## src/design/tkd_pkg.sv

```systemverilog
// Shared types, codes and lookup functions for the terminal key escape decoder.
// No dependencies; tkd_decode and the top level refer to this package by scoped names.
package tkd_pkg;

   // Configuration register indexes and widths
   localparam int unsigned CSR_INDEX_W = 1;
   localparam int unsigned CSR_DATA_W  = 16;
   localparam logic [CSR_INDEX_W-1:0] CSR_ESC_WAIT = 1'd0;
   localparam logic [CSR_INDEX_W-1:0] CSR_SEQ_WAIT = 1'd1;
   localparam logic [CSR_DATA_W-1:0]  ESC_WAIT_RESET = 16'd20;
   localparam logic [CSR_DATA_W-1:0]  SEQ_WAIT_RESET = 16'd5;

   // Decoder phase codes
   localparam logic [1:0] PH_IDLE = 2'd0;
   localparam logic [1:0] PH_ESC  = 2'd1;
   localparam logic [1:0] PH_CSI  = 2'd2;
   localparam logic [1:0] PH_SS3  = 2'd3;

   // Event kinds
   localparam logic [1:0] KIND_CHAR = 2'd0;
   localparam logic [1:0] KIND_KEY  = 2'd1;
   localparam logic [1:0] KIND_CTRL = 2'd2;
   localparam logic [1:0] KIND_SS3  = 2'd3;

   // Request actions
   localparam logic ACT_BYTE = 1'b0;
   localparam logic ACT_TICK = 1'b1;

   // Key codes
   localparam logic [5:0] K_CTRL_A    = 6'd0;
   localparam logic [5:0] K_CTRL_C    = 6'd1;
   localparam logic [5:0] K_CTRL_D    = 6'd2;
   localparam logic [5:0] K_CTRL_E    = 6'd3;
   localparam logic [5:0] K_CTRL_F    = 6'd4;
   localparam logic [5:0] K_TAB       = 6'd5;
   localparam logic [5:0] K_ENTER     = 6'd6;
   localparam logic [5:0] K_CTRL_K    = 6'd7;
   localparam logic [5:0] K_CTRL_L    = 6'd8;
   localparam logic [5:0] K_CTRL_N    = 6'd9;
   localparam logic [5:0] K_CTRL_P    = 6'd10;
   localparam logic [5:0] K_CTRL_U    = 6'd11;
   localparam logic [5:0] K_CTRL_W    = 6'd12;
   localparam logic [5:0] K_CTRL_X    = 6'd13;
   localparam logic [5:0] K_CTRL_Z    = 6'd14;
   localparam logic [5:0] K_ESCAPE    = 6'd15;
   localparam logic [5:0] K_UP        = 6'd16;
   localparam logic [5:0] K_DOWN      = 6'd17;
   localparam logic [5:0] K_RIGHT     = 6'd18;
   localparam logic [5:0] K_LEFT      = 6'd19;
   localparam logic [5:0] K_HOME      = 6'd20;
   localparam logic [5:0] K_END       = 6'd21;
   localparam logic [5:0] K_INSERT    = 6'd22;
   localparam logic [5:0] K_DELETE    = 6'd23;
   localparam logic [5:0] K_PAGE_UP   = 6'd24;
   localparam logic [5:0] K_PAGE_DOWN = 6'd25;
   localparam logic [5:0] K_F5        = 6'd26;
   localparam logic [5:0] K_F6        = 6'd27;
   localparam logic [5:0] K_F7        = 6'd28;
   localparam logic [5:0] K_F8        = 6'd29;
   localparam logic [5:0] K_F9        = 6'd30;
   localparam logic [5:0] K_F10       = 6'd31;
   localparam logic [5:0] K_F11       = 6'd32;
   localparam logic [5:0] K_F12       = 6'd33;
   localparam logic [5:0] K_F1        = 6'd34;
   localparam logic [5:0] K_F2        = 6'd35;
   localparam logic [5:0] K_F3        = 6'd36;
   localparam logic [5:0] K_F4        = 6'd37;
   localparam logic [5:0] NO_KEY      = 6'd63;

   // Byte values
   localparam logic [7:0] CH_ESC      = 8'd27;
   localparam logic [7:0] CH_SPACE    = 8'd32;
   localparam logic [7:0] CH_LBRACKET = 8'h5B;
   localparam logic [7:0] CH_SS3      = 8'h4F;  // 'O', also the unknown-SS3 byte
   localparam logic [7:0] CH_ZERO     = 8'h30;
   localparam logic [7:0] CH_NINE     = 8'h39;
   localparam logic [7:0] CH_SEMI     = 8'h3B;
   localparam logic [7:0] CH_TILDE    = 8'h7E;
   localparam logic [7:0] CH_A        = 8'h41;
   localparam logic [7:0] CH_B        = 8'h42;
   localparam logic [7:0] CH_C        = 8'h43;
   localparam logic [7:0] CH_D        = 8'h44;
   localparam logic [7:0] CH_F        = 8'h46;
   localparam logic [7:0] CH_H        = 8'h48;
   localparam logic [7:0] CH_P        = 8'h50;
   localparam logic [7:0] CH_Q        = 8'h51;
   localparam logic [7:0] CH_R        = 8'h52;
   localparam logic [7:0] CH_S        = 8'h53;

   localparam logic [6:0] NUM_SAT = 7'd100;
   localparam logic [6:0] NUM_MAX = 7'd99;

   typedef struct packed {
      logic       action;
      logic [7:0] byte_in;
   } req_type;

   typedef struct packed {
      logic [1:0] event_kind;
      logic [5:0] key_code;
      logic [7:0] byte_out;
   } rsp_type;

   typedef struct packed {
      logic [1:0]  phase;
      logic [15:0] wait_count;
      logic [6:0]  first_number;
      logic        digit_seen;
      logic        number_closed;
   } state_type;

   typedef struct packed {
      logic    emit;
      rsp_type result;
   } dec_out_type;

   // Control byte 0..31 to named key, NO_KEY for a generic control event
   function automatic logic [5:0] ctrl_key(input logic [4:0] code);
      logic [5:0] k;
      unique case (code)
         5'd1:    k = K_CTRL_A;
         5'd3:    k = K_CTRL_C;
         5'd4:    k = K_CTRL_D;
         5'd5:    k = K_CTRL_E;
         5'd6:    k = K_CTRL_F;
         5'd9:    k = K_TAB;
         5'd10:   k = K_ENTER;
         5'd11:   k = K_CTRL_K;
         5'd12:   k = K_CTRL_L;
         5'd13:   k = K_ENTER;
         5'd14:   k = K_CTRL_N;
         5'd16:   k = K_CTRL_P;
         5'd21:   k = K_CTRL_U;
         5'd23:   k = K_CTRL_W;
         5'd24:   k = K_CTRL_X;
         5'd26:   k = K_CTRL_Z;
         5'd27:   k = K_ESCAPE;
         default: k = NO_KEY;
      endcase
      return k;
   endfunction

   // First CSI number closed by '~'
   function automatic logic [5:0] tilde_key(input logic [6:0] num);
      logic [5:0] k;
      unique case (num)
         7'd1:    k = K_HOME;
         7'd2:    k = K_INSERT;
         7'd3:    k = K_DELETE;
         7'd4:    k = K_END;
         7'd5:    k = K_PAGE_UP;
         7'd6:    k = K_PAGE_DOWN;
         7'd15:   k = K_F5;
         7'd17:   k = K_F6;
         7'd18:   k = K_F7;
         7'd19:   k = K_F8;
         7'd20:   k = K_F9;
         7'd21:   k = K_F10;
         7'd23:   k = K_F11;
         7'd24:   k = K_F12;
         default: k = NO_KEY;
      endcase
      return k;
   endfunction

endpackage

```

## src/design/tkd_req_if.sv

```systemverilog
// Request channel: valid/ready handshake carrying one byte or tick.
// No dependencies.
interface tkd_req_if;
   logic       valid;
   logic       ready;
   logic       action;
   logic [7:0] byte_in;

   modport source (output valid, action, byte_in, input ready);
   modport sink   (input valid, action, byte_in, output ready);
endinterface

```

## src/design/tkd_rsp_if.sv

```systemverilog
// Response channel: valid/ready handshake carrying one key event.
// No dependencies.
interface tkd_rsp_if;
   logic       valid;
   logic       ready;
   logic [1:0] event_kind;
   logic [5:0] key_code;
   logic [7:0] byte_out;

   modport source (output valid, event_kind, key_code, byte_out, input ready);
   modport sink   (input valid, event_kind, key_code, byte_out, output ready);
endinterface

```

## src/design/tkd_decode.sv

```systemverilog
// Next-state and event logic for one request of the key escape decoder.
// Depends on tkd_pkg.
module tkd_decode (
   input  tkd_pkg::state_type   state_cur,
   input  tkd_pkg::req_type     req_cur,
   input  logic [15:0]          esc_wait,
   input  logic [15:0]          seq_wait,
   output tkd_pkg::state_type   state_nxt,
   output tkd_pkg::dec_out_type dec_out
);

   logic [7:0]  b;
   logic [15:0] limit;
   logic [15:0] wait_inc;
   logic [10:0] num_acc;
   logic [5:0]  key;

   assign b        = req_cur.byte_in;
   assign limit    = (state_cur.phase == tkd_pkg::PH_ESC) ? esc_wait : seq_wait;
   assign wait_inc = state_cur.wait_count + 16'd1;
   assign num_acc  = ({4'd0, state_cur.first_number} * 11'd10) + {7'd0, b[3:0]};

   always_comb begin
      state_nxt      = state_cur;
      dec_out.emit   = 1'b0;
      dec_out.result = '0;
      key            = tkd_pkg::NO_KEY;

      if (req_cur.action == tkd_pkg::ACT_TICK) begin
         if (state_cur.phase != tkd_pkg::PH_IDLE) begin
            state_nxt.wait_count = wait_inc;
            if (!(wait_inc < limit)) begin
               dec_out.emit = 1'b1;
               if (state_cur.phase == tkd_pkg::PH_SS3) begin
                  dec_out.result.event_kind = tkd_pkg::KIND_SS3;
                  dec_out.result.byte_out   = tkd_pkg::CH_SS3;
               end else begin
                  dec_out.result.event_kind = tkd_pkg::KIND_KEY;
                  dec_out.result.key_code   = tkd_pkg::K_ESCAPE;
               end
            end
         end
      end else begin
         unique case (state_cur.phase)
            tkd_pkg::PH_IDLE: begin
               if (b == tkd_pkg::CH_ESC) begin
                  state_nxt.phase      = tkd_pkg::PH_ESC;
                  state_nxt.wait_count = '0;
               end else if (b < tkd_pkg::CH_SPACE) begin
                  key          = tkd_pkg::ctrl_key(b[4:0]);
                  dec_out.emit = 1'b1;
                  if (key == tkd_pkg::NO_KEY) begin
                     dec_out.result.event_kind = tkd_pkg::KIND_CTRL;
                     dec_out.result.byte_out   = b;
                  end else begin
                     dec_out.result.event_kind = tkd_pkg::KIND_KEY;
                     dec_out.result.key_code   = key;
                  end
               end else begin
                  dec_out.emit              = 1'b1;
                  dec_out.result.event_kind = tkd_pkg::KIND_CHAR;
                  dec_out.result.byte_out   = b;
               end
            end

            tkd_pkg::PH_ESC: begin
               state_nxt.wait_count = '0;
               if (b == tkd_pkg::CH_LBRACKET) begin
                  state_nxt.phase         = tkd_pkg::PH_CSI;
                  state_nxt.first_number  = '0;
                  state_nxt.digit_seen    = 1'b0;
                  state_nxt.number_closed = 1'b0;
               end else if (b == tkd_pkg::CH_SS3) begin
                  state_nxt.phase = tkd_pkg::PH_SS3;
               end else begin
                  dec_out.emit              = 1'b1;
                  dec_out.result.event_kind = tkd_pkg::KIND_KEY;
                  dec_out.result.key_code   = tkd_pkg::K_ESCAPE;
               end
            end

            tkd_pkg::PH_CSI: begin
               state_nxt.wait_count = '0;
               if (b >= tkd_pkg::CH_ZERO && b <= tkd_pkg::CH_NINE) begin
                  // digits after the first ';' are swallowed
                  if (!state_cur.number_closed) begin
                     state_nxt.first_number = (num_acc > {4'd0, tkd_pkg::NUM_MAX}) ?
                                              tkd_pkg::NUM_SAT : num_acc[6:0];
                     state_nxt.digit_seen   = 1'b1;
                  end
               end else if (b == tkd_pkg::CH_SEMI) begin
                  state_nxt.number_closed = 1'b1;
               end else begin
                  dec_out.emit              = 1'b1;
                  dec_out.result.event_kind = tkd_pkg::KIND_KEY;
                  if (b == tkd_pkg::CH_TILDE) begin
                     key = state_cur.digit_seen ? tkd_pkg::tilde_key(state_cur.first_number)
                                                : tkd_pkg::NO_KEY;
                  end else begin
                     unique case (b)
                        tkd_pkg::CH_A: key = tkd_pkg::K_UP;
                        tkd_pkg::CH_B: key = tkd_pkg::K_DOWN;
                        tkd_pkg::CH_C: key = tkd_pkg::K_RIGHT;
                        tkd_pkg::CH_D: key = tkd_pkg::K_LEFT;
                        tkd_pkg::CH_H: key = tkd_pkg::K_HOME;
                        tkd_pkg::CH_F: key = tkd_pkg::K_END;
                        default:       key = tkd_pkg::NO_KEY;
                     endcase
                  end
                  dec_out.result.key_code = (key == tkd_pkg::NO_KEY) ? tkd_pkg::K_ESCAPE : key;
               end
            end

            tkd_pkg::PH_SS3: begin
               dec_out.emit = 1'b1;
               unique case (b)
                  tkd_pkg::CH_P: key = tkd_pkg::K_F1;
                  tkd_pkg::CH_Q: key = tkd_pkg::K_F2;
                  tkd_pkg::CH_R: key = tkd_pkg::K_F3;
                  tkd_pkg::CH_S: key = tkd_pkg::K_F4;
                  tkd_pkg::CH_H: key = tkd_pkg::K_HOME;
                  tkd_pkg::CH_F: key = tkd_pkg::K_END;
                  default:       key = tkd_pkg::NO_KEY;
               endcase
               if (key == tkd_pkg::NO_KEY) begin
                  dec_out.result.event_kind = tkd_pkg::KIND_SS3;
                  dec_out.result.byte_out   = tkd_pkg::CH_SS3;
               end else begin
                  dec_out.result.event_kind = tkd_pkg::KIND_KEY;
                  dec_out.result.key_code   = key;
               end
            end

            default: begin
               state_nxt = state_cur;
            end
         endcase
      end

      // any event ends the sequence
      if (dec_out.emit) begin
         state_nxt.phase      = tkd_pkg::PH_IDLE;
         state_nxt.wait_count = '0;
      end
   end

endmodule

```

## src/design/terminal_key_escape_decoder_unit.sv

```systemverilog
// Terminal key escape decoder, top level: request register, decode, response register,
// configuration registers. Depends on tkd_pkg, tkd_req_if, tkd_rsp_if and tkd_decode.
//
// Takes one request per clock while no response is stalled: a received byte (action 0)
// or a one-millisecond tick (action 1), and gives zero or one key event per request,
// in order. A request is captured in an input register and decoded against the
// sequence state once the response register is free; the event, if any, lands in the
// response register, from which it is offered. The decode stage advances whenever the
// response register is empty or being drained, so with rsp ready held high a new
// request is taken every cycle; a stalled response holds back one request in the input
// register and then ready drops. Write esc_wait_ticks (index 0) and seq_wait_ticks
// (index 1) only while no request is in flight.
module terminal_key_escape_decoder_unit (
   input  logic                             clock,
   input  logic                             reset,
   tkd_req_if.sink                          req_ch,
   tkd_rsp_if.source                        rsp_ch,
   input  logic                             csr_write_enable,
   input  logic [tkd_pkg::CSR_INDEX_W-1:0]  csr_index,
   input  logic [tkd_pkg::CSR_DATA_W-1:0]   csr_write_data
);

   logic                  in_valid_ff;
   logic                  in_valid_in;
   tkd_pkg::req_type      in_ff;
   logic                  rsp_valid_ff;
   logic                  rsp_valid_in;
   tkd_pkg::rsp_type      rsp_ff;
   tkd_pkg::state_type    state_ff;
   tkd_pkg::state_type    state_in;
   tkd_pkg::dec_out_type  dec_out;
   logic [15:0]           esc_wait_ff;
   logic [15:0]           seq_wait_ff;
   logic                  out_free;
   logic                  fire;
   logic                  req_take;

   assign out_free     = !rsp_valid_ff || rsp_ch.ready;
   assign fire         = in_valid_ff && out_free;
   assign req_ch.ready = !in_valid_ff || fire;
   assign req_take     = req_ch.valid && req_ch.ready;

   assign in_valid_in  = req_take ? 1'b1 : (fire ? 1'b0 : in_valid_ff);
   assign rsp_valid_in = fire ? dec_out.emit : (rsp_ch.ready ? 1'b0 : rsp_valid_ff);

   tkd_decode u_decode (
      .state_cur (state_ff),
      .req_cur   (in_ff),
      .esc_wait  (esc_wait_ff),
      .seq_wait  (seq_wait_ff),
      .state_nxt (state_in),
      .dec_out   (dec_out)
   );

   always_ff @(posedge clock) begin
      if (reset) begin
         in_valid_ff  <= 1'b0;
         rsp_valid_ff <= 1'b0;
         state_ff     <= '0;
         esc_wait_ff  <= tkd_pkg::ESC_WAIT_RESET;
         seq_wait_ff  <= tkd_pkg::SEQ_WAIT_RESET;
      end else begin
         in_valid_ff  <= in_valid_in;
         rsp_valid_ff <= rsp_valid_in;
         if (fire) begin
            state_ff <= state_in;
         end
         if (csr_write_enable) begin
            unique case (csr_index)
               tkd_pkg::CSR_ESC_WAIT: esc_wait_ff <= csr_write_data;
               tkd_pkg::CSR_SEQ_WAIT: seq_wait_ff <= csr_write_data;
               default:               esc_wait_ff <= esc_wait_ff;
            endcase
         end
      end
   end

   // payload registers
   always_ff @(posedge clock) begin
      if (req_take) begin
         in_ff.action  <= req_ch.action;
         in_ff.byte_in <= req_ch.byte_in;
      end
      if (fire && dec_out.emit) begin
         rsp_ff <= dec_out.result;
      end
   end

   assign rsp_ch.valid      = rsp_valid_ff;
   assign rsp_ch.event_kind = rsp_ff.event_kind;
   assign rsp_ch.key_code   = rsp_ff.key_code;
   assign rsp_ch.byte_out   = rsp_ff.byte_out;

   // a request waiting on a stalled response stays put
   a_hold_stalled: assert property (@(posedge clock) disable iff (reset)
      in_valid_ff && !fire |=> in_valid_ff && $stable(in_ff))
      else $error("input register lost a request while stalled");

   // every event returns the decoder to idle
   a_emit_idle: assert property (@(posedge clock) disable iff (reset)
      fire && dec_out.emit |=> state_ff.phase == tkd_pkg::PH_IDLE)
      else $error("decoder not idle after an event");

   // the tick counter only runs inside a sequence
   a_idle_count: assert property (@(posedge clock) disable iff (reset)
      state_ff.phase == tkd_pkg::PH_IDLE |-> state_ff.wait_count == '0)
      else $error("wait count nonzero while idle");

   a_num_sat: assert property (@(posedge clock) disable iff (reset)
      state_ff.first_number <= tkd_pkg::NUM_SAT)
      else $error("first number above saturation value");

   a_ss3_shape: assert property (@(posedge clock) disable iff (reset)
      rsp_valid_ff && rsp_ff.event_kind == tkd_pkg::KIND_SS3
      |-> rsp_ff.byte_out == tkd_pkg::CH_SS3 && rsp_ff.key_code == '0)
      else $error("malformed unknown-SS3 event");

endmodule

```

## src/flat_wrapper.sv

```systemverilog
// flat-port wrapper written by rule: the top's interface ports become plain ports
module terminal_key_escape_decoder_unit_flat 
  (clock, reset, csr_write_enable, csr_index, csr_write_data, req_ch_valid, req_ch_action, req_ch_byte_in, req_ch_ready, rsp_ch_valid, rsp_ch_event_kind, rsp_ch_key_code, rsp_ch_byte_out, rsp_ch_ready);
  tkd_req_if req_ch_i ();
  tkd_rsp_if rsp_ch_i ();
  input  logic clock;
  input  logic reset;
  input  logic csr_write_enable;
  input  logic [tkd_pkg::CSR_INDEX_W-1:0] csr_index;
  input  logic [tkd_pkg::CSR_DATA_W-1:0] csr_write_data;
  input wire logic [$bits(req_ch_i.valid)-1:0] req_ch_valid;
  input wire logic [$bits(req_ch_i.action)-1:0] req_ch_action;
  input wire logic [$bits(req_ch_i.byte_in)-1:0] req_ch_byte_in;
  output wire logic [$bits(req_ch_i.ready)-1:0] req_ch_ready;
  output wire logic [$bits(rsp_ch_i.valid)-1:0] rsp_ch_valid;
  output wire logic [$bits(rsp_ch_i.event_kind)-1:0] rsp_ch_event_kind;
  output wire logic [$bits(rsp_ch_i.key_code)-1:0] rsp_ch_key_code;
  output wire logic [$bits(rsp_ch_i.byte_out)-1:0] rsp_ch_byte_out;
  input wire logic [$bits(rsp_ch_i.ready)-1:0] rsp_ch_ready;
  assign req_ch_i.valid = req_ch_valid;
  assign req_ch_i.action = req_ch_action;
  assign req_ch_i.byte_in = req_ch_byte_in;
  assign req_ch_ready = req_ch_i.ready;
  assign rsp_ch_valid = rsp_ch_i.valid;
  assign rsp_ch_event_kind = rsp_ch_i.event_kind;
  assign rsp_ch_key_code = rsp_ch_i.key_code;
  assign rsp_ch_byte_out = rsp_ch_i.byte_out;
  assign rsp_ch_i.ready = rsp_ch_ready;
  terminal_key_escape_decoder_unit u_core (.clock(clock), .reset(reset), .req_ch(req_ch_i), .rsp_ch(rsp_ch_i), .csr_write_enable(csr_write_enable), .csr_index(csr_index), .csr_write_data(csr_write_data));
endmodule
```

## config.mk

```make
export PLATFORM = sky130hd
export DESIGN_NAME = terminal_key_escape_decoder_unit_flat
export DESIGN_NICKNAME = d
export VERILOG_FILES = /design/src/design/tkd_pkg.sv /design/src/design/tkd_req_if.sv /design/src/design/tkd_rsp_if.sv /design/src/design/tkd_decode.sv /design/src/design/terminal_key_escape_decoder_unit.sv /design/src/flat_wrapper.sv
export SDC_FILE = /design/constraint.sdc
export NUM_CORES = 1
export LEC_CHECK = 0
export BUFFER_PORTS_ARGS = -buffer_cell sky130_fd_sc_hd__buf_2
export CAP_MARGIN = 20
export CORE_UTILIZATION = 45
export CTS_BUF_LIST = sky130_fd_sc_hd__clkbuf_16
export DETAILED_ROUTE_END_ITERATION = 6
export GPL_TIMING_DRIVEN = 0
export PLACE_DENSITY = 0.75
export SLEW_MARGIN = 20
export SYNTH_ARGS = -nofsm -noshare
export SYNTH_HDL_FRONTEND = slang
export SYNTH_SLANG_ARGS = --single-unit
```

## constraint.sdc

```tcl
create_clock -name clock -period 3.67 [get_ports clock]
set_clock_uncertainty 0.05 [all_clocks]
set_input_delay 0.734 -clock clock [delete_from_list [all_inputs] [get_ports clock]]
set_output_delay 0.734 -clock clock [all_outputs]
set_load 0.03 [all_outputs]
```

Word level (Yosys, flattened, before mapping)

Memories as Yosys holds them, arrays and structs flattened. A register that Yosys moved wholly into a read port is not among the register bits.
Cells that the tools add are included.

Flip-flop bits (word level): 86
Bits in latches: 0
Memory bits (writable): 0
Bits in read-only memories: 384
Bits of input ports: 31
Output and inout port bits: 18
Logic and storage cells: 142
Memories: 2

Add/subtract/negate cells: 2
$mul: 1
Div/mod/pow operators: 0
Magnitude comparators: 5
Eq/ne operators: 31
Shift-type cells: 0
Muxes and demuxes: 62
Bitwise gates (word level): 2
Reductions and logical operators: 23

Memories:

| name            | words | bits a word | rd ports | clocked after memory_dff | wr ports | RTL line       | text |
|---|---|---|---|---|---|---|---|
| (no name shown) | 32    | 6           | 1        | 1                        | 0        | tkd_pkg.sv:120 | `unique case (code)` |
| (no name shown) | 32    | 6           | 1        | 1                        | 0        | tkd_pkg.sv:146 | `unique case (num)` |

Operator list:

| cell                    | number |
|---|---|
| $eq A8 B7 Y1 const B    | 13 |
| $mux W6                 | 17 |
| $pmux W6 S6             | 2 |
| $mux W17                | 4 |
| $mux W16                | 3 |
| $mux W9                 | 5 |
| $mux W18                | 2 |
| $pmux W9 S4             | 1 |
| $mux W8                 | 4 |
| $pmux W16 S2            | 1 |
| $mux W7                 | 3 |
| $eq A6 B6 Y1 const B    | 3 |
| $pmux W9 S2             | 1 |
| $add A16 B1 Y16 const B | 1 |
| $lt A16 B16 Y1          | 1 |
| $pmux W8 S2             | 1 |
| $mux W5                 | 3 |
| $mux W2                 | 7 |
| $reduce_and A6 Y1       | 2 |
| $add A11 B4 Y11         | 1 |
| $gt A11 B7 Y1 const B   | 1 |
| $mul A7 B3 Y10 const B  | 1 |
| $ne A2 B2 Y1 const B    | 5 |
| $eq A8 B5 Y1 const B    | 1 |
| other kinds (26)        | 43 |

Longest topological paths before layout

Gate-level depths: netlist of run 1.

Depth after elaboration: 16
Depth in mapped cells: 18
Gate-level depth less buffers: 17

By module

A second synthesis of run 1 with hierarchy kept.

Cell total of the unflattened synthesis: 771
Area, all modules: 6472.5 µm²

Modules (own cells, without submodules):

| module                           | times used | cells each | area each (µm²) | seq. area each (µm²) |
|---|---|---|---|---|
| tkd_decode                       | 1          | 475        | 3280.6          | 0.0 |
| terminal_key_escape_decoder_unit | 1          | 296        | 3191.8          | 1971.9 |

Least setup slack after synthesis of run 1

OpenSTA, ideal clock, no wires.

Kind: flip-flop to flip-flop
Start point: register u_core.state_ff[25] (netlist name)
End point: register u_core.rsp_ff (netlist bit u_core.rsp_ch.byte_out[0]), enable pin
Library setup time: 0.364 ns
Arrival time: 3.492 ns
Data required time: 3.256 ns
Setup slack: -0.236 ns
Cell stages (with the launch flop): 15
Path buffers: 2
Period minus slack after synthesis: 3.906 ns
Path through: dfxtp_1 ha_1 buf_1 clkbuf_1 mux2i_1 ha_1 a21o_1 a21o_1 a211oi_1 o21a_1 o21ai_0 o211ai_1 and2_1 or3_1 inv_1

Longest elaborated chain between the ends: 7
Elaborated cells between the ends (all ways): 12
Classes of those cells: order compare (1); eq/ne (3); mux (5); reduce/logical (3)

Ends and longest elaborated chain:

| element                  | RTL line                               | text |
|---|---|---|
| start: declaration       | terminal_key_escape_decoder_unit.sv:29 | `tkd_pkg::state_type state_ff;` |
| start signal: assignment | terminal_key_escape_decoder_unit.sv:66 | `state_ff <= state_in;` |
| $eq A2 B1 Y1             | tkd_decode.sv:19, tkd_decode.sv:44     |  |
| $mux W16                 | tkd_decode.sv:19                       | `assign limit = (state_cur.phase == tkd_pkg::PH_ESC) ? esc_wait : seq_wait;` |
| $lt A16 B16 Y1           | tkd_decode.sv:32                       | `if (!(wait_inc < limit)) begin` |
| $mux W17                 | tkd_decode.sv:32                       |  |
| $mux W17                 | tkd_decode.sv:30                       | `if (state_cur.phase != tkd_pkg::PH_IDLE) begin` |
| $mux W17 *               | tkd_decode.sv:29                       | `if (req_cur.action == tkd_pkg::ACT_TICK) begin` |
| $logic_and A1 B1 Y1 *    | terminal_key_escape_decoder_unit.sv:84 | `if (fire && dec_out.emit) begin` |
| end signal: assignment   | terminal_key_escape_decoder_unit.sv:85 | `rsp_ff <= dec_out.result;` |
| end: declaration         | terminal_key_escape_decoder_unit.sv:28 | `tkd_pkg::rsp_type rsp_ff;` |

Every way passes the cells marked *; elsewhere a longest branch is shown, timed or not.
A chain may end at the register's enable or synchronous reset.

==> results_dict.tcl, run 1 <==
set metrics [dict create \
    syn_to_final_growth_pct 22.97 \
    setup_ws_ns -0.06936 \
    dp_hpwl_um 10350 \
    yosysTopAreaCell "dfxtp_1" \
    clkPwrFrac_pct 41.8 \
    max-vdd-ir-drop_uv 251.4 \
    synthDominantCellAreaShare_pct 24.10 \
    rr_worst_depth 14 \
    crit_required_ns 3.91 \
    cts_made_buffers 9 \
    cts_tree "yes" \
    ios 49 \
    p_total_mw 2.399 \
    ys.flop_type "dfxtp_1" \
    synth-seq-cells 97 \
    path_clk_slew_ns 0.07 \
    endpoint_kind "register" \
    syn-instance-count 710 \
    grt_pass1_vias 4973 \
    switching_share_pct 25.96 \
    track_usage_pct 22.37 \
    fin_crit_ns 3.739 \
    final_max_slew_viol_count 0 \
    initial_core_util_pct 46.83 \
    final_hold_viol_count 0 \
    violations "setup timing" \
    tightest_slew_ns 0.9896 \
    first_iter_violations 406 \
    period_share_pct 101.9 \
    drt_pre_antenna_iters 5 \
    ys_top_cells_by_count "nand2_1, a21oi_1, dfxtp_1" \
    antenna_found_initial 0 \
    port_buffers 48 \
    final_util_pct 57.59 \
    fmax_ghz 0.2674 \
    place_congestion 0.8885 \
    synth_area_leaders "dfxtp_1, edfxtp_1, ha_1, a21oi_1, nand2_1" \
    fin_nets 861 \
    setup_viol 2 \
    hold_path_startpoint "u_core.seq_wait_ff[3]" \
    post-route-drc-count 0 \
    cts_buffer_depth 2 \
    synth.most_common_cell "nand2_1" \
    r2r_start "u_core.state_ff[5]" \
    clockRootBuffer "clkbuf_16" \
    p_per_area_nw_per_um2 326.1 \
    overflow 0 \
    crit_path_start_kind "register" \
    die-height_um 117.3 \
    async_reset_ff_share_pct 0 \
    vias_per_cell 5.583 \
    coreArea_sq_um 12770 \
    arrival_ns 3.98 \
    p_leak_nw 2.802 \
    grt_setup_unrepaired "true" \
    clock_latency_ns 0.36 \
    yosysWarnings 0 \
    hold-path-endpoint "u_core.seq_wait_ff[3]" \
    grt_max_degree 19 \
    ant_nets 0 \
    ys_types 65 \
    hp-class "reg2reg" \
    wirelength_um 14980 \
    comb_power_share_pct 10.2 \
    crit_type "reg2reg" \
    r2r_slack_ns -0.07 \
    hold_depth 2 \
    cp_max_fo 5 \
    die_area_sq_um 13760 \
    wl_per_cell_um 15.52 \
    syn_nets 783 \
    htreeDepth 3 \
    drive_above_1_share_pct 24.09 \
    synth_edf_count 25 \
    cts.sinks 97 \
    drv_cap 0 \
    vias 5388 \
    syn_area_sq_um 5982 \
    rows 41 \
    dieWidth_um 117.3 \
    seq_area_frac_synth_pct 36.65 \
    synth.avg_cell_area_sq_um 8.425 \
    diodes 0 \
    status "finished with violations" \
    seqPwrFrac_pct 48.0 \
    p_int_mw 1.776 \
    slew_headroom_pct 34.03 \
    grt_pass1_wl_um 23900 \
    power.switching_mw 0.6228 \
    hold_ws_ns 0.4050 \
]
[final cells by class]
class | instances | area [sq um]
fill | 1096 | 5418
multi-input combinational | 556 | 3915
sequential | 97 | 2226
timing repair buffer | 68 | 422.9
clock buffer | 11 | 275.3
tap | 172 | 215.2
buffer | 32 | 156.4
inverter | 24 | 98.84
clock inverter | 5 | 46.29
[power groups by stage]
| stage | logic (mW) | clock network [mW] | registers [mW] |
|---|---|---|---|
| 4_1_cts | 0.240 | 1.01 | 1.16 |
| 2_1_floorplan | 0.152 | 0 | 1.19 |
| 3_3_place_gp | 0.230 | 0 | 1.18 |
| 3_5_place_dp | 0.234 | 0 | 1.18 |
| 6_report | 0.244 | 1.00 | 1.15 |
| 5_1_grt | 0.272 | 1.05 | 1.16 |
[cell usage in the layout (no fill, tap or decap), drive strengths merged, types with 10 or more instances in the layout]
cell type,synthesis,final
buf,13,83
a21o,10,10
nand3,31,31
dfxtp,72,72
and3,18,18
xnor2,16,16
mux2i,26,26
edfxtp,25,25
nor3,17,17
inv,23,27
nand2,104,104
nor2,51,51
clkbuf,20,28
a21oi,80,80
or2,12,12
o21ai,40,40
ha,40,40
[cell families (layout without fill, tap and decap cells)]
kind of cell / after synthesis / count (layout) / share of synthesized area [%]
AOI/OAI and AO/OA: 183 / 183 / 18.74
xor gates and xnor gates: 23 / 23 / 3.597
adders and majority gates: 42 / 42 / 9.036
buffers and inverters: 57 / 140 / 3.974
DFF: 97 / 97 / 36.65
muxes: 32 / 32 / 5.543
and+or+nand+nor: 276 / 276 / 22.46
[routing by layer]
layer	global-route usage (%)	share of wire (%)	up-vias
li1	-	-	2705
met1	31.11	47	2490
met2	36.27	46	173
met3	2.987	4.8	20
met4	6.414	1.7	0
met5	0	0	-
[critical path: stages, from the launching register on]
cell       delay (ns)
dfxtp_4          0.39
ha_4             0.21
ha_4             0.17
fa_2             0.39
xnor2_4          0.27
a2111oi_2        0.06
or4b_4           0.57
nor4_4           0.38
a22oi_2          0.16
nor2_4           0.20
inv_2            0.08
ha_2             0.20
mux2_1           0.29
nand3_1          0.09
o31a_1           0.17
[how the worst max path moves through the flow]
stage | start | end | slack (ns)
6_report | u_core.state_ff[5] | register | -0.07
5_1_grt | u_core.state_ff[5] | register | -0.15
4_1_cts | u_core.state_ff[2] | register | 0.009
3_5_place_dp | u_core.state_ff[25] | u_core.rsp_ch.byte_out[5] | -0.50
3_3_place_gp | u_core.state_ff[25] | u_core.rsp_ch.byte_out[5] | -0.45
2_1_floorplan | u_core.state_ff[3] | register | 0.009
[repair_timing]
item,in CTS,in global routing
gates resized for setup,38,52
endpoints found under the setup margin,51,50
hold buffers,0,0
pin swaps,13,14
setup buffers,12,8
[per-stage QoR]
step	cells	setup WS, ns	setup TNS (ns)	instance area, sq um
finish	965	-0.06936	-0.08460	7356
CTS	958	0.008853	0	7102
floorplan	710	0.008552	0	6051
detailed placement	930	-0.5033	-20.44	6506
global route	965	-0.1455	-0.7095	7356
global placement	930	-0.4477	-17.85	6506
(Power assumes the default switching activity.)
==> run 2, diff against run 1 <==
Settings changed: CTS_BUF_LIST sky130_fd_sc_hd__clkbuf_16 to sky130_fd_sc_hd__clkbuf_8, TNS_END_PERCENT set to 5.
==> run 2 against run 1 <==
Net effect: the run still ends with setup timing left; register-to-register slack better by 0.07 ns; clock power is 18% lower; final cell count is 0.21% higher; clock-buffer cell count is 2 lower; combinational power hardly changed; routed wire length is 2.2% lower; critical path type unchanged.
==> results_dict.tcl, run 2 (synthesis results as in run 1) <==
set metrics [dict create \
    port_buffers 48 \
    cp_max_fo 3 \
    p_leak_nw 2.778 \
    crit_path_start_kind "register" \
    setup_ws_ns -0.002981 \
    seqPwrFrac_pct 52.0 \
    final_common_cell "nand2_1" \
    slew_headroom_pct 35.00 \
    overflow 0 \
    wl_per_cell_um 15.15 \
    cp_slowest_stage_delay_ns 0.56 \
    die-height_um 117.3 \
    initial_core_util_pct 46.83 \
    vias 5388 \
    track_usage_pct 22.13 \
    grt_setup_unrepaired "true" \
    cts_hold_buf 0 \
    die_area_sq_um 13760 \
    antenna_found_initial 0 \
    grt_pass1_vias 4952 \
    clockRootBuffer "clkbuf_8" \
    comb_power_share_pct 11.0 \
    p_per_area_nw_per_um2 305.1 \
    dp_hpwl_um 10290 \
    clock_latency_ns 0.39 \
    design_area_sq_um 7267 \
    wirelength_um 14650 \
    placed_cell_area_sq_um 6459 \
    rows 41 \
    endpoint_kind "register" \
    setup_viol 1 \
    syn_to_final_growth_pct 21.48 \
    path_clk_slew_ns 0.10 \
    drt_pre_antenna_iters 5 \
    violations "setup timing" \
    path_cells "ha_4 -> ha_4 -> fa_2 -> inv_2 -> nor4_4 -> xnor3_1 -> nand3_4 -> nor4_4 -> a22oi_2 -> nor2_2 -> inv_2 -> ha_4 -> nand2_2 -> a21oi_1 -> o31a_1" \
    power.switching_mw 0.5972 \
    first_iter_violations 329 \
    grt_max_degree 19 \
    post-route-drc-count 0 \
    cts_made_buffers 9 \
    diodes 0 \
    fmax_ghz 0.2723 \
    cts_tree "yes" \
    fin_nets 863 \
    crit_buf_inv 2 \
    crit_type "reg2reg" \
    htreeDepth 3 \
    max-vdd-ir-drop_uv 251.0 \
    final_util_pct 56.89 \
    clkPwrFrac_pct 37.0 \
    ios 49 \
    crit_required_ns 3.89 \
    most-common-layout-cells "nand2_1, a21oi_1, dfxtp_1, buf_2, nor2_1" \
    place_congestion 0.8666 \
    status "finished with violations" \
    hold_ws_ns 0.4102 \
    grt_pass1_wl_um 23650 \
    cts_buffer_depth 2 \
    final_hold_viol_count 0 \
    slowest_stage "fa_2" \
    cts.sinks 97 \
    ant_nets 0 \
    dieWidth_um 117.3 \
    post-place-ws_ns -0.5082 \
    hp-class "reg2reg" \
    drv_cap 0 \
    switching_share_pct 26.94 \
    arrival_ns 3.90 \
    drive_above_1_share_pct 24.03 \
    period_share_pct 100.1 \
    vias_per_cell 5.572 \
    path_delay_family "adder cells" \
    fillers 1075 \
    final_max_slew_viol_count 0 \
    coreArea_sq_um 12770 \
    p_int_mw 1.620 \
    cp_common_cell "ha_4" \
    tightest_slew_ns 0.9749 \
    fin_crit_ns 3.673 \
]
run 2: changes by cell type in the layout (fill, tap and decap cells not counted), sizes merged:
cell / change
bufinv: +2
run 2: worst min-delay path: cells and delay by family (launching register included):
kind,cells,cell delay [ns]
flops,1,0.32
simple gates,1,0.05
compound gates,1,0.05
run 2: final timing paths:
kind,start,to,slack (ns),depth (start not counted)
worst max register to register,u_core.state_ff[3],register,-0.003,15
worst max-delay path,u_core.state_ff[3],register,-0.003,15
worst min-delay path,u_core.state_ff[1],u_core.state_ff[1],0.41,2
worst min register to register,u_core.state_ff[1],u_core.state_ff[1],0.41,2
run 2: power by group through the flow:
stage	Sequential, mW	Clock (mW)	Combinational [mW]
2_1_floorplan	1.19	0	0.151
3_3_place_gp	1.18	0	0.230
3_5_place_dp	1.18	0	0.234
4_1_cts	1.15	0.827	0.240
5_1_grt	1.16	0.874	0.272
6_report	1.15	0.820	0.244
run 2: what timing repair did:
action	4_1_cts	5_1_grt
pin swaps	14	15
gates resized for setup	54	43
setup buffers	12	10
endpoints found under the setup margin	51	50
run 2: through the flow:
stage / instances / TNS (ns) / power [mW]
6_report: 967 / -0.002981 / 2.217
5_1_grt: 967 / -1.488 / 2.305
4_1_cts: 958 / -0.02068 / 2.222
3_5_place_dp: 930 / -20.99 / 1.415
3_3_place_gp: 930 / -19.29 / 1.411
2_1_floorplan: 710 / -0.0008795 / 1.339
run 2: routing by layer:
layer	vias up	wire length, um	global-route usage [%]
li1	2706	-	-
met4	0	272	6.329
met2	154	6657	35.49
met1	2507	7037	30.51
met5	-	0	0
met3	21	681	3.862
run 2: layout make-up:
class                   instances  area (sq um)  share of cell area (%)
plain buffers                  33         172.7                   2.376
clock inverters                 7         108.9                   1.498
flip-flops and latches         97          2223                   30.60
clock buffers                   9         123.9                   1.705
inverters                      24         101.3                   1.395
well taps                     172         215.2                   2.961
repair buffers                 69         426.7                   5.871
multi-input cells             556          3895                   53.60
==> run 3, diff against run 2 <==
Settings changed: MAX_ROUTING_LAYER set to met4.
==> run 3 against run 2 <==
Net effect: the run still ends with setup timing left; clock-buffer cell count is the same; final cell count unchanged; clock power hardly changed.
==> results_dict.tcl, run 3 (synthesis results as in run 1) <==
set metrics [dict create \
    cp_max_fo 3 \
    use_met3_pct 3.193 \
    setup_viol 2 \
    htreeDepth 3 \
    first_iter_violations 364 \
    cts_buffer_depth 2 \
    syn_to_final_growth_pct 21.48 \
    vias_per_cell 5.602 \
    track_usage_pct 22.80 \
    met1_usage_pct 30.64 \
    fillers 1075 \
    p_per_area_nw_per_um2 305.1 \
    max-vdd-ir-drop_uv 252.9 \
    final_util_pct 56.89 \
    diodes 0 \
    crit_required_ns 3.89 \
    port_buffers 48 \
    comb_power_share_pct 11.0 \
    grtUsageMet2_pct 35.45 \
    die-height_um 117.3 \
    grt_pass1_wl_um 23650 \
    power.switching_mw 0.5976 \
    cts_hold_buf 0 \
    path_clk_slew_ns 0.10 \
    p_total_mw 2.217 \
    post-route-drc-count 0 \
    grt_max_degree 19 \
    clock_latency_ns 0.38 \
    fin_nets 863 \
    most-common-layout-cells "nand2_1, a21oi_1, dfxtp_1, buf_2, nor2_1" \
    cts.sinks 97 \
    cts_tree "yes" \
    cts_made_buffers 9 \
    place_congestion 0.8807 \
    final_hold_viol_count 0 \
    violations "setup timing" \
    p_leak_nw 2.778 \
    grt_setup_unrepaired "true" \
    drive_above_1_share_pct 24.03 \
    grt_pass1_vias 4949 \
    fin_crit_ns 3.697 \
    regArea_sq_um 2223 \
    overflow 0 \
    final_common_cell "nand2_1" \
    crit_path_start "u_core.state_ff[3]" \
    wirelength_um 14640 \
    die_area_sq_um 13760 \
    slew_headroom_pct 37.91 \
    hp-class "reg2reg" \
    rows 41 \
    endpoint_kind "register" \
    r2r_start "u_core.state_ff[3]" \
    ant_nets 0 \
    p_int_mw 1.620 \
    multi_input_area_sq_um 3895 \
    tightest_slew_ns 0.9313 \
    final_max_slew_viol_count 0 \
    status "finished with violations" \
    coreArea_sq_um 12770 \
    busiest_layer "met2" \
    vias 5417 \
    dieWidth_um 117.3 \
    fmax_ghz 0.2705 \
    drt_pre_antenna_iters 5 \
    switching_share_pct 26.95 \
    wl_per_cell_um 15.14 \
    seqPwrFrac_pct 52.0 \
    initial_core_util_pct 46.83 \
    drv_cap 0 \
    clockRootBuffer "clkbuf_8" \
    arrival_ns 3.92 \
    ios 49 \
    antenna_found_initial 0 \
    crit_type "reg2reg" \
    clkPwrFrac_pct 37.0 \
    hold_path_startpoint "u_core.state_ff[1]" \
    dp_hpwl_um 10290 \
    period_share_pct 100.7 \
    crit_path_start_kind "register" \
    setup_ws_ns -0.02677 \
]
==> run 3: metal layers <==
metal	wire [um]	up-vias
met5	0	-
met1	7130	2522
met2	6644	165
met4	278	0
li1	-	2710
met3	587	20
==> run 3: per-stage QoR <==
stage | hold slack, ns | setup slack, ns | std cells | TNS [ns] | area [sq um]
2_1_floorplan | 0.3829 | -0.0008795 | 710 | -0.0008795 | 6003
3_3_place_gp | 0.3907 | -0.4929 | 930 | -19.29 | 6459
3_5_place_dp | 0.3972 | -0.5082 | 930 | -20.99 | 6459
4_1_cts | 0.4106 | -0.02068 | 958 | -0.02068 | 7023
5_1_grt | 0.4242 | -0.2119 | 967 | -1.494 | 7267
6_report | 0.4104 | -0.02677 | 967 | -0.04471 | 7267
==> run 3: area by class of cell <==
type | instances | area share, %
clock inverters | 7 | 1.498
clock buffers | 9 | 1.705
flip-flops and latches | 97 | 30.60
plain buffers | 33 | 2.376
repair buffers | 69 | 5.871
inverters | 24 | 1.395
multi-input cells | 556 | 53.60
well taps | 172 | 2.961
==> run 3: power groups by stage <==
stage                     logic, mW  registers (mW)  clock network [mW]
after detailed placement      0.234            1.18                   0
after floorplan               0.151            1.19                   0
after global placement        0.230            1.18                   0
after global routing          0.272            1.16               0.871
after CTS                     0.240            1.15               0.827
final                         0.244            1.15               0.820
==> run 3: repair_timing <==
| item | in CTS | in global routing |
|---|---|---|
| setup endpoints to repair | 51 | 50 |
| pin swaps | 14 | 15 |
| buffers inserted | 12 | 10 |
| hold endpoints to repair | 0 | 0 |
| gates cloned | 0 | 0 |
| resized for setup | 54 | 43 |
==> run 3: path summary, 6_finish.rpt <==
kind	slack (ns)	depth (start not counted)	endpoint
worst min register to register	0.41	2	u_core.state_ff[1]
worst min-delay path	0.41	2	u_core.state_ff[1]
worst max register to register	-0.03	15	register
worst max-delay path	-0.03	15	register
==> run 3: critical path, stage by stage (launching register included) <==
cell,delay [ns]
dfxtp_4,0.37
ha_4,0.24
ha_4,0.16
fa_2,0.56
inv_2,0.08
nor4_4,0.28
xnor3_1,0.24
nand3_4,0.10
nor4_4,0.39
a22oi_2,0.14
nor2_2,0.19
inv_2,0.12
ha_4,0.27
nand2_2,0.05
a21oi_1,0.06
o31a_1,0.27
